**config.mk**
```make
export PLATFORM = sky130hd
export DESIGN_NAME = polyline_segment_quad_expander_flat
export DESIGN_NICKNAME = d
export VERILOG_FILES = /design/src/hdl/psqe_pkg.sv /design/src/hdl/psqe_if.sv /design/src/hdl/psqe_norm.sv /design/src/hdl/polyline_segment_quad_expander.sv /design/src/flat_wrapper.sv
export SDC_FILE = /design/constraint.sdc
export NUM_CORES = 2
export LEC_CHECK = 0
export ABC_CLOCK_PERIOD_IN_PS = 13600
export BUFFER_PORTS_ARGS = -buffer_cell sky130_fd_sc_hd__buf_2
export CAP_MARGIN = 10
export CORE_AREA = 4 4 363 222
export CTS_BUF_LIST = sky130_fd_sc_hd__clkbuf_2 sky130_fd_sc_hd__clkbuf_4 sky130_fd_sc_hd__clkbuf_8
export DETAILED_ROUTE_END_ITERATION = 10
export DIE_AREA = 0 0 367 226
export PLACE_DENSITY = 0.66
export SYNTH_ARGS = -nofsm -noshare
export SYNTH_HDL_FRONTEND = slang
export SYNTH_HIERARCHICAL = 1
export SYNTH_SLANG_ARGS = --single-unit
```
**constraint.sdc**
```tcl
create_clock -name clk -period 13.6 [get_ports clk]
set_input_delay 0.68 -clock clk [delete_from_list [all_inputs] [get_ports clk]]
set_output_delay 0.68 -clock clk [all_outputs]
set_load 0.01 [all_outputs]
```
**src/hdl/psqe_pkg.sv**
```systemverilog
// Shared constants for the polyline segment quad expander.
`default_nettype none

package psqe_pkg;

	localparam int COORD_BITS_DEF = 16;
	localparam int FRAC_BITS_DEF  = 8;

	localparam int CORNER_W = 3;
	localparam logic [CORNER_W-1:0] FIRST_CORNER = 3'd0;
	localparam logic [CORNER_W-1:0] LAST_CORNER  = 3'd5;

	// Per corner, bit k: vertex k sits on the segment end point b (else on a).
	localparam logic [5:0] CORNER_ON_B = 6'b110100;
	// Per corner, bit k: vertex k adds the normal (else subtracts it).
	localparam logic [5:0] CORNER_PLUS = 6'b011010;

endpackage

`default_nettype wire

```
**src/hdl/psqe_if.sv**
```systemverilog
// Point and vertex stream interfaces for the quad expander.
`default_nettype none

interface psqe_point_if #(
	parameter int COORD_BITS = psqe_pkg::COORD_BITS_DEF
);
	logic                         valid;
	logic                         ready;
	logic signed [COORD_BITS-1:0] point_x;
	logic signed [COORD_BITS-1:0] point_y;
	logic                         start_of_line;

	modport source(output valid, point_x, point_y, start_of_line, input ready);
	modport sink(input valid, point_x, point_y, start_of_line, output ready);
endinterface

interface psqe_vertex_if #(
	parameter int COORD_BITS = psqe_pkg::COORD_BITS_DEF,
	parameter int FRAC_BITS  = psqe_pkg::FRAC_BITS_DEF
);
	localparam int OUT_W = COORD_BITS + FRAC_BITS + 1;

	logic                              valid;
	logic                              ready;
	logic signed [OUT_W-1:0]           vertex_x;
	logic signed [OUT_W-1:0]           vertex_y;
	logic [psqe_pkg::CORNER_W-1:0]     corner;
	logic                              last_vertex;

	modport source(output valid, vertex_x, vertex_y, corner, last_vertex, input ready);
	modport sink(input valid, vertex_x, vertex_y, corner, last_vertex, output ready);
endinterface

`default_nettype wire

```
**src/hdl/psqe_norm.sv**
```systemverilog
// Iterative normal magnitude unit: round(mag * 2^(F-1) / sqrt(mx^2 + my^2)) per axis.
`default_nettype none

module psqe_norm #(
	parameter int COORD_BITS = psqe_pkg::COORD_BITS_DEF,
	parameter int FRAC_BITS  = psqe_pkg::FRAC_BITS_DEF
) (
	input  wire logic                  clk,
	input  wire logic                  arst_n,
	input  wire logic                  start,
	input  wire logic [COORD_BITS-1:0] mag_x,
	input  wire logic [COORD_BITS-1:0] mag_y,
	output logic                       done,
	output logic [FRAC_BITS-1:0]       q_x,
	output logic [FRAC_BITS-1:0]       q_y
);

	localparam int SQW  = 2 * COORD_BITS;
	localparam int SUMW = SQW + 1;
	localparam int REMW = SUMW + 1;
	localparam int QB   = 2 * FRAC_BITS + 1;
	localparam int SW   = FRAC_BITS + 1;
	localparam int PW   = 2 * SW;
	localparam int UW   = (REMW > PW) ? REMW : PW;
	localparam int CW   = $clog2(QB);

	localparam logic [2:0] S_IDLE = 3'd0;
	localparam logic [2:0] S_SQ   = 3'd1;
	localparam logic [2:0] S_SUM  = 3'd2;
	localparam logic [2:0] S_INIT = 3'd3;
	localparam logic [2:0] S_DIV  = 3'd4;
	localparam logic [2:0] S_SQRT = 3'd5;
	localparam logic [2:0] S_DONE = 3'd6;

	logic [2:0]       state_q;
	logic [SQW-1:0]   sqx_q, sqy_q;
	logic [SUMW-1:0]  sum_q;
	logic [REMW-1:0]  rem_q;
	logic [QB-1:0]    quo_q;
	logic [SW-1:0]    root_q;
	logic [CW-1:0]    cnt_q;
	logic             comp_q;
	logic [FRAC_BITS-1:0] qx_q, qy_q;

	logic [SW-1:0]    cand;
	logic [PW-1:0]    cand_sq;
	logic [UW-1:0]    op_a, op_b, diff;
	logic             geq;
	logic [REMW-1:0]  rem_next;
	logic [SW-1:0]    root_next;
	logic [SW:0]      root_inc;

	// Square root trial: set the current bit and square it.
	assign cand    = root_q | ({{(SW-1){1'b0}}, 1'b1} << cnt_q);
	assign cand_sq = {{SW{1'b0}}, cand} * {{SW{1'b0}}, cand};

	// Shared compare/subtract: division step or square root trial.
	always_comb begin
		if (state_q == S_DIV) begin
			op_a = UW'(rem_q);
			op_b = UW'(sum_q);
		end else begin
			op_a = UW'(quo_q);
			op_b = UW'(cand_sq);
		end
	end
	assign geq  = op_a >= op_b;
	assign diff = op_a - op_b;

	assign rem_next  = geq ? diff[REMW-1:0] : rem_q;
	assign root_next = geq ? cand : root_q;
	// largest odd o with o*o <= D is root or root-1; q = (o+1)/2
	assign root_inc  = {1'b0, root_next} + {{SW{1'b0}}, 1'b1};

	always_ff @(posedge clk or negedge arst_n) begin
		if (!arst_n) begin
			state_q <= S_IDLE;
			comp_q  <= 1'b0;
			cnt_q   <= '0;
		end else begin
			unique case (state_q)
				S_IDLE: begin
					if (start) state_q <= S_SQ;
				end
				S_SQ: begin
					if (mag_x == '0 && mag_y == '0) begin
						state_q <= S_DONE;
					end else begin
						state_q <= S_SUM;
					end
				end
				S_SUM: begin
					comp_q  <= 1'b0;
					state_q <= S_INIT;
				end
				S_INIT: begin
					cnt_q   <= CW'(QB - 1);
					state_q <= S_DIV;
				end
				S_DIV: begin
					if (cnt_q == '0) begin
						cnt_q   <= CW'(FRAC_BITS);
						state_q <= S_SQRT;
					end else begin
						cnt_q <= cnt_q - 1'b1;
					end
				end
				S_SQRT: begin
					if (cnt_q == '0) begin
						comp_q  <= 1'b1;
						state_q <= comp_q ? S_DONE : S_INIT;
					end else begin
						cnt_q <= cnt_q - 1'b1;
					end
				end
				S_DONE: begin
					state_q <= S_IDLE;
				end
				default: begin
					state_q <= S_IDLE;
				end
			endcase
		end
	end

	always_ff @(posedge clk) begin
		unique case (state_q)
			S_SQ: begin
				sqx_q <= {{COORD_BITS{1'b0}}, mag_x} * {{COORD_BITS{1'b0}}, mag_x};
				sqy_q <= {{COORD_BITS{1'b0}}, mag_y} * {{COORD_BITS{1'b0}}, mag_y};
				qx_q  <= '0;
				qy_q  <= '0;
			end
			S_SUM: begin
				sum_q <= {1'b0, sqx_q} + {1'b0, sqy_q};
			end
			S_INIT: begin
				rem_q <= REMW'(comp_q ? sqx_q : sqy_q);
			end
			S_DIV: begin
				quo_q <= {quo_q[QB-2:0], geq};
				rem_q <= {rem_next[REMW-2:0], 1'b0};
				root_q <= '0;
			end
			S_SQRT: begin
				root_q <= root_next;
				if (cnt_q == '0) begin
					if (comp_q) begin
						qx_q <= root_inc[FRAC_BITS:1];
					end else begin
						qy_q <= root_inc[FRAC_BITS:1];
					end
				end
			end
			default: begin
			end
		endcase
	end

	assign done = state_q == S_DONE;
	assign q_x  = qx_q;
	assign q_y  = qy_q;

endmodule

`default_nettype wire

```
**src/hdl/polyline_segment_quad_expander.sv**
```systemverilog
// Polyline segment quad expander: a point that starts a line is taken and only stored.
// A segment point first runs through the shared compare/subtract unit, which steps
// the quotient and square-root bits, then the expander loads six vertices, one per
// cycle while the sink takes them.
// Input is ready again once the sixth vertex sits in the output register.
// Reset clears the stored-point flag, both sequencers and the output valid.
`default_nettype none

module polyline_segment_quad_expander #(
	parameter int COORD_BITS = psqe_pkg::COORD_BITS_DEF,
	parameter int FRAC_BITS  = psqe_pkg::FRAC_BITS_DEF
) (
	input wire logic       clk,
	input wire logic       arst_n,
	psqe_point_if.sink     point,
	psqe_vertex_if.source  vertex
);

	import psqe_pkg::*;

	localparam int OW = COORD_BITS + FRAC_BITS + 1;

	localparam logic [1:0] T_IDLE = 2'd0;
	localparam logic [1:0] T_CALC = 2'd1;
	localparam logic [1:0] T_EMIT = 2'd2;

	logic [1:0]            state_q;
	logic                  have_prev_q;
	logic [COORD_BITS-1:0] prev_x_q, prev_y_q;
	logic [COORD_BITS-1:0] a_x_q, a_y_q;
	logic [COORD_BITS-1:0] mag_x_q, mag_y_q;
	logic                  neg_dx_q, neg_dy_q;
	logic [CORNER_W-1:0]   corner_q;

	logic                  ovalid_q;
	logic [OW-1:0]         vx_q, vy_q;
	logic [CORNER_W-1:0]   ocorner_q;
	logic                  olast_q;

	logic                  accept, segment, norm_done;
	logic [COORD_BITS:0]   dx, dy, abs_dx, abs_dy;
	logic [FRAC_BITS-1:0]  q_x, q_y;
	logic [OW-1:0]         qx_ext, qy_ext, nx, ny, px, py, vx_next, vy_next;
	logic [COORD_BITS-1:0] sel_x, sel_y;
	logic                  out_load;

	assign point.ready = state_q == T_IDLE;
	assign accept      = point.valid && point.ready;
	assign segment     = point.start_of_line == 1'b0 && have_prev_q;

	assign dx     = {point.point_x[COORD_BITS-1], point.point_x} -
	                {prev_x_q[COORD_BITS-1], prev_x_q};
	assign dy     = {point.point_y[COORD_BITS-1], point.point_y} -
	                {prev_y_q[COORD_BITS-1], prev_y_q};
	assign abs_dx = dx[COORD_BITS] ? -dx : dx;
	assign abs_dy = dy[COORD_BITS] ? -dy : dy;

	psqe_norm #(
		.COORD_BITS(COORD_BITS),
		.FRAC_BITS (FRAC_BITS)
	) u_norm (
		.clk   (clk),
		.arst_n(arst_n),
		.start (accept && segment),
		.mag_x (mag_x_q),
		.mag_y (mag_y_q),
		.done  (norm_done),
		.q_x   (q_x),
		.q_y   (q_y)
	);

	// n = (-dy, dx) direction, magnitudes from the norm unit
	assign qx_ext = {{(OW-FRAC_BITS){1'b0}}, q_x};
	assign qy_ext = {{(OW-FRAC_BITS){1'b0}}, q_y};
	assign nx     = neg_dy_q ? qy_ext : -qy_ext;
	assign ny     = neg_dx_q ? -qx_ext : qx_ext;

	// prev_*_q holds the segment end point b while emitting
	assign sel_x   = CORNER_ON_B[corner_q] ? prev_x_q : a_x_q;
	assign sel_y   = CORNER_ON_B[corner_q] ? prev_y_q : a_y_q;
	assign px      = {sel_x[COORD_BITS-1], sel_x, {FRAC_BITS{1'b0}}};
	assign py      = {sel_y[COORD_BITS-1], sel_y, {FRAC_BITS{1'b0}}};
	assign vx_next = CORNER_PLUS[corner_q] ? px + nx : px - nx;
	assign vy_next = CORNER_PLUS[corner_q] ? py + ny : py - ny;

	assign out_load = state_q == T_EMIT && (!ovalid_q || vertex.ready);

	always_ff @(posedge clk or negedge arst_n) begin
		if (!arst_n) begin
			state_q     <= T_IDLE;
			have_prev_q <= 1'b0;
			corner_q    <= FIRST_CORNER;
			ovalid_q    <= 1'b0;
		end else begin
			unique case (state_q)
				T_IDLE: begin
					if (accept) begin
						have_prev_q <= 1'b1;
						if (segment) state_q <= T_CALC;
					end
				end
				T_CALC: begin
					if (norm_done) begin
						corner_q <= FIRST_CORNER;
						state_q  <= T_EMIT;
					end
				end
				T_EMIT: begin
					if (out_load) begin
						corner_q <= corner_q + 1'b1;
						if (corner_q == LAST_CORNER) state_q <= T_IDLE;
					end
				end
				default: begin
					state_q <= T_IDLE;
				end
			endcase

			if (out_load) begin
				ovalid_q <= 1'b1;
			end else if (vertex.ready) begin
				ovalid_q <= 1'b0;
			end
		end
	end

	always_ff @(posedge clk or negedge arst_n) begin
		if (!arst_n) begin
			prev_x_q <= '0;
			prev_y_q <= '0;
		end else if (accept) begin
			prev_x_q <= point.point_x;
			prev_y_q <= point.point_y;
		end
	end

	always_ff @(posedge clk) begin
		if (accept) begin
			a_x_q    <= prev_x_q;
			a_y_q    <= prev_y_q;
			mag_x_q  <= abs_dx[COORD_BITS-1:0];
			mag_y_q  <= abs_dy[COORD_BITS-1:0];
			neg_dx_q <= dx[COORD_BITS];
			neg_dy_q <= dy[COORD_BITS];
		end
		if (out_load) begin
			vx_q      <= vx_next;
			vy_q      <= vy_next;
			ocorner_q <= corner_q;
			olast_q   <= corner_q == LAST_CORNER;
		end
	end

	assign vertex.valid       = ovalid_q;
	assign vertex.vertex_x    = vx_q;
	assign vertex.vertex_y    = vy_q;
	assign vertex.corner      = ocorner_q;
	assign vertex.last_vertex = olast_q;

endmodule

`default_nettype wire
```
**src/flat_wrapper.sv**
```systemverilog
// flat-port wrapper written by rule: the top's interface ports become plain ports
module polyline_segment_quad_expander_flat import psqe_pkg::*;
#(
	parameter int COORD_BITS = psqe_pkg::COORD_BITS_DEF,
	parameter int FRAC_BITS  = psqe_pkg::FRAC_BITS_DEF
)
  (clk, arst_n, point_valid, point_point_x, point_point_y, point_start_of_line, point_ready, vertex_valid, vertex_vertex_x, vertex_vertex_y, vertex_corner, vertex_last_vertex, vertex_ready);
  psqe_point_if #(.COORD_BITS(COORD_BITS)) point_i ();
  psqe_vertex_if #(.COORD_BITS(COORD_BITS), .FRAC_BITS(FRAC_BITS)) vertex_i ();
  input wire logic clk;
  input wire logic arst_n;
  input wire logic [$bits(point_i.valid)-1:0] point_valid;
  input wire logic [$bits(point_i.point_x)-1:0] point_point_x;
  input wire logic [$bits(point_i.point_y)-1:0] point_point_y;
  input wire logic [$bits(point_i.start_of_line)-1:0] point_start_of_line;
  output wire logic [$bits(point_i.ready)-1:0] point_ready;
  output wire logic [$bits(vertex_i.valid)-1:0] vertex_valid;
  output wire logic [$bits(vertex_i.vertex_x)-1:0] vertex_vertex_x;
  output wire logic [$bits(vertex_i.vertex_y)-1:0] vertex_vertex_y;
  output wire logic [$bits(vertex_i.corner)-1:0] vertex_corner;
  output wire logic [$bits(vertex_i.last_vertex)-1:0] vertex_last_vertex;
  input wire logic [$bits(vertex_i.ready)-1:0] vertex_ready;
  assign point_i.valid = point_valid;
  assign point_i.point_x = point_point_x;
  assign point_i.point_y = point_point_y;
  assign point_i.start_of_line = point_start_of_line;
  assign point_ready = point_i.ready;
  assign vertex_valid = vertex_i.valid;
  assign vertex_vertex_x = vertex_i.vertex_x;
  assign vertex_vertex_y = vertex_i.vertex_y;
  assign vertex_corner = vertex_i.corner;
  assign vertex_last_vertex = vertex_i.last_vertex;
  assign vertex_i.ready = vertex_ready;
  polyline_segment_quad_expander #(.COORD_BITS(COORD_BITS), .FRAC_BITS(FRAC_BITS)) u_core (.clk(clk), .arst_n(arst_n), .point(point_i), .vertex(vertex_i));
endmodule
```
==> out/metrics.yaml <==
status: "completed"
root_buffer: "clkbuf_8"
cp_data_arrival_time_ps: 11200
grt_pass1_vias: 27930
start_util_pct: 49.71
overflow: 0
io_pins: 93
grt_setup_unrepaired: "false"
hold_viol_final: 0
fin_crit_sh_pct: 78.85
synth-seq-area-share_pct: 25.94
critPathTopFamily: "compound AO/OA/AOI/OAI gates"
clock_latency_ps: 660
clock_path_buffers: 3
rr_worst_depth: 40
drt-total-wl_um: 98780
dpl-instance-area_um2: 39860
area_delta_synth_final_pct: 7.026
rows: 79
async_flop_share_pct: 14.16
antenna_found_initial: 2
cp_max_fo: 40
avgSynthCellArea_um2: 9.451
ys_seq_elements: 339
final_area_um2: 41020
setup_viol: 0
final_cell_mix: "617 x inv_1, 408 x ha_1, 403 x nand2_1, 369 x fa_1, 291 x edfxtp_1"
ctsResizeCount: 0
path_buf_inv: 6
synth_fp_nets: 4869
grt_pass1_wl_um: 159300
dr.pass1.iters: 6
synth_edf_count: 291
timing.rr.start: "u_core/u_norm/cnt_q[0]"
ant_nets: 0
setup_tns_ps: 0
clkTransAtPathRegs_ps: 70
wl_per_cell_um: 19.11
htreeDepth: 2
grt_max_degree: 91
cp_slowest_cell: "inv_2"
syn_area_um2: 38320
relSlewSlack_pct: 15.40
startpoint: "u_core/u_norm/cnt_q[0]"
post_cts_buffers: 0
fin_nets: 4925
die_h_um: 226
drt-initial-drc-count: 2852
crit_type: "reg -> reg"
gp_congestion: 0.9525
synthDistinctLibCells: 108
grt_usage_pct: 24.07
r2r_slack_ps: 2880
max_stage_delay_ps: 770
setup.worst_path.end_class: "register"
critPathRequiredTime_ps: 14080
dieArea_um2: 82940
syn_inst: 4055
hold_class: "in -> async"
port_buffers: 92
hpwl_um: 79060
r2r-end: "u_core/u_norm/q_x[7]"
vias: 28880
clock_sinks: 339
final_common_cell: "inv_1"
cts_tree: "built"
worst_pin_slew_ps: 1256
cts_buffers: 52
fmax_mhz: 93.25
yosys_warnings: 6
period_minus_slack_ps: 10720
hold_buffers: 0
coreArea_um2: 77100
die_w_um: 367
drv_slew: 0
cp-start-kind: "register"
skew_ps: 61.32
drc: 0
vias_per_cell: 5.589
synth_flop_cell: "edfxtp_1"
maxCapViolations: 0
drive_gt1_share_pct: 6.811
-- how the worst max path moves through the flow --
stage,endpoint,slack (ps),cells after the start
final,u_core/u_norm/q_x[7],2880,40
after global placement,u_core/u_norm/q_x[7],3330,40
after floorplan,u_core/u_norm/q_x[7],5090,38
after CTS,u_core/u_norm/q_x[7],3030,40
after detailed placement,u_core/u_norm/q_y[7],3110,40
after global routing,u_core/u_norm/q_x[7],2190,40
-- stage by stage --
step | std cells | utilization (%) | setup slack [ps] | hold WS [ps]
floorplan | 4055 | - | 5088 | 384.4
global placement | 5068 | 51.70 | 3333 | 425.2
detailed placement | 5068 | 51.70 | 3107 | 429.6
CTS | 5166 | 53.19 | 3034 | 153.9
global route | 5168 | 53.20 | 2194 | 195.9
finish | 5168 | 53.20 | 2876 | 159.5
-- layer usage --
layer	GRT usage, %	wire length (um)	vias to the layer above
li1	-	-	13730
met1	40.05	51010	13950
met2	30.58	35470	1115
met3	7.001	11310	81
met4	3.179	998	0
met5	0	0	-
-- registers in the layout, indices dropped and copies added, names as in the netlist, 3 cells and up --
register,flops
u_core/a_x_q,16
u_core/a_y_q,16
u_core/corner_q,3
u_core/mag_x_q,16
u_core/mag_y_q,16
u_core/prev_x_q,16
u_core/prev_y_q,16
u_core/u_norm/cnt_q,5
u_core/u_norm/q_x,8
u_core/u_norm/q_y,8
u_core/u_norm/quo_q,17
u_core/u_norm/rem_q,34
u_core/u_norm/root_q,9
u_core/u_norm/sqx_q,31
u_core/u_norm/sqy_q,31
u_core/u_norm/state_q,3
u_core/u_norm/sum_q,33
u_core/vertex.corner,3
u_core/vertex.vertex_x,25
u_core/vertex.vertex_y,25
-- synthesized netlist by cell type, types with 9 or more instances --
cell type	n	area share (%)
dfrtp_1	48	3.1
a31oi_1	31	0.51
nor2_1	255	2.5
and3_1	20	0.33
mux2i_1	44	1.1
nand3_1	49	0.64
nor3_1	69	0.90
or3_1	12	0.20
a221oi_1	9	0.21
edfxtp_1	291	23
o21a_1	27	0.53
and2_1	128	2.1
o211ai_1	19	0.37
nand2b_1	36	0.59
clkbuf_1	108	1.1
a211oi_1	48	0.94
a21oi_1	211	2.8
nand4_1	19	0.31
a21o_1	70	1.4
xnor2_1	178	4.1
inv_1	617	6.0
nor2b_1	66	1.1
or2_2	16	0.26
nor4_1	23	0.38
nand2_1	403	3.9
o21bai_1	28	0.55
xor2_1	68	1.6
o41ai_1	11	0.25
o21ai_0	158	2.1
fa_1	369	19
o31ai_1	22	0.43
o21ai_1	27	0.35
ha_1	408	13
-- logic make-up after synthesis --
group / count (synthesis) / synth area share (%)
AOI/OAI and AO/OA: 759 / 12.93
xor gates and xnor gates: 246 / 5.622
adders and majority gates: 777 / 32.60
buffers and inverters: 748 / 7.388
DFF: 339 / 25.94
muxes: 52 / 1.384
and+or+nand+nor: 1134 / 14.15
-- cell type report --
cell class / instances / area [um2]
clock inverters: 36 / 346.6
multi-input cells: 2968 / 25620
flip-flops and latches: 339 / 9941
diodes: 1 / 2.502
repair buffers: 122 / 685.7
clock buffers: 62 / 797.0
fillers: 7039 / 36080
well taps: 1012 / 1266
inverters: 628 / 2359
Power is not shown: default switching activity piles up to over one toggle a cycle in this logic, so the estimate is an artifact.
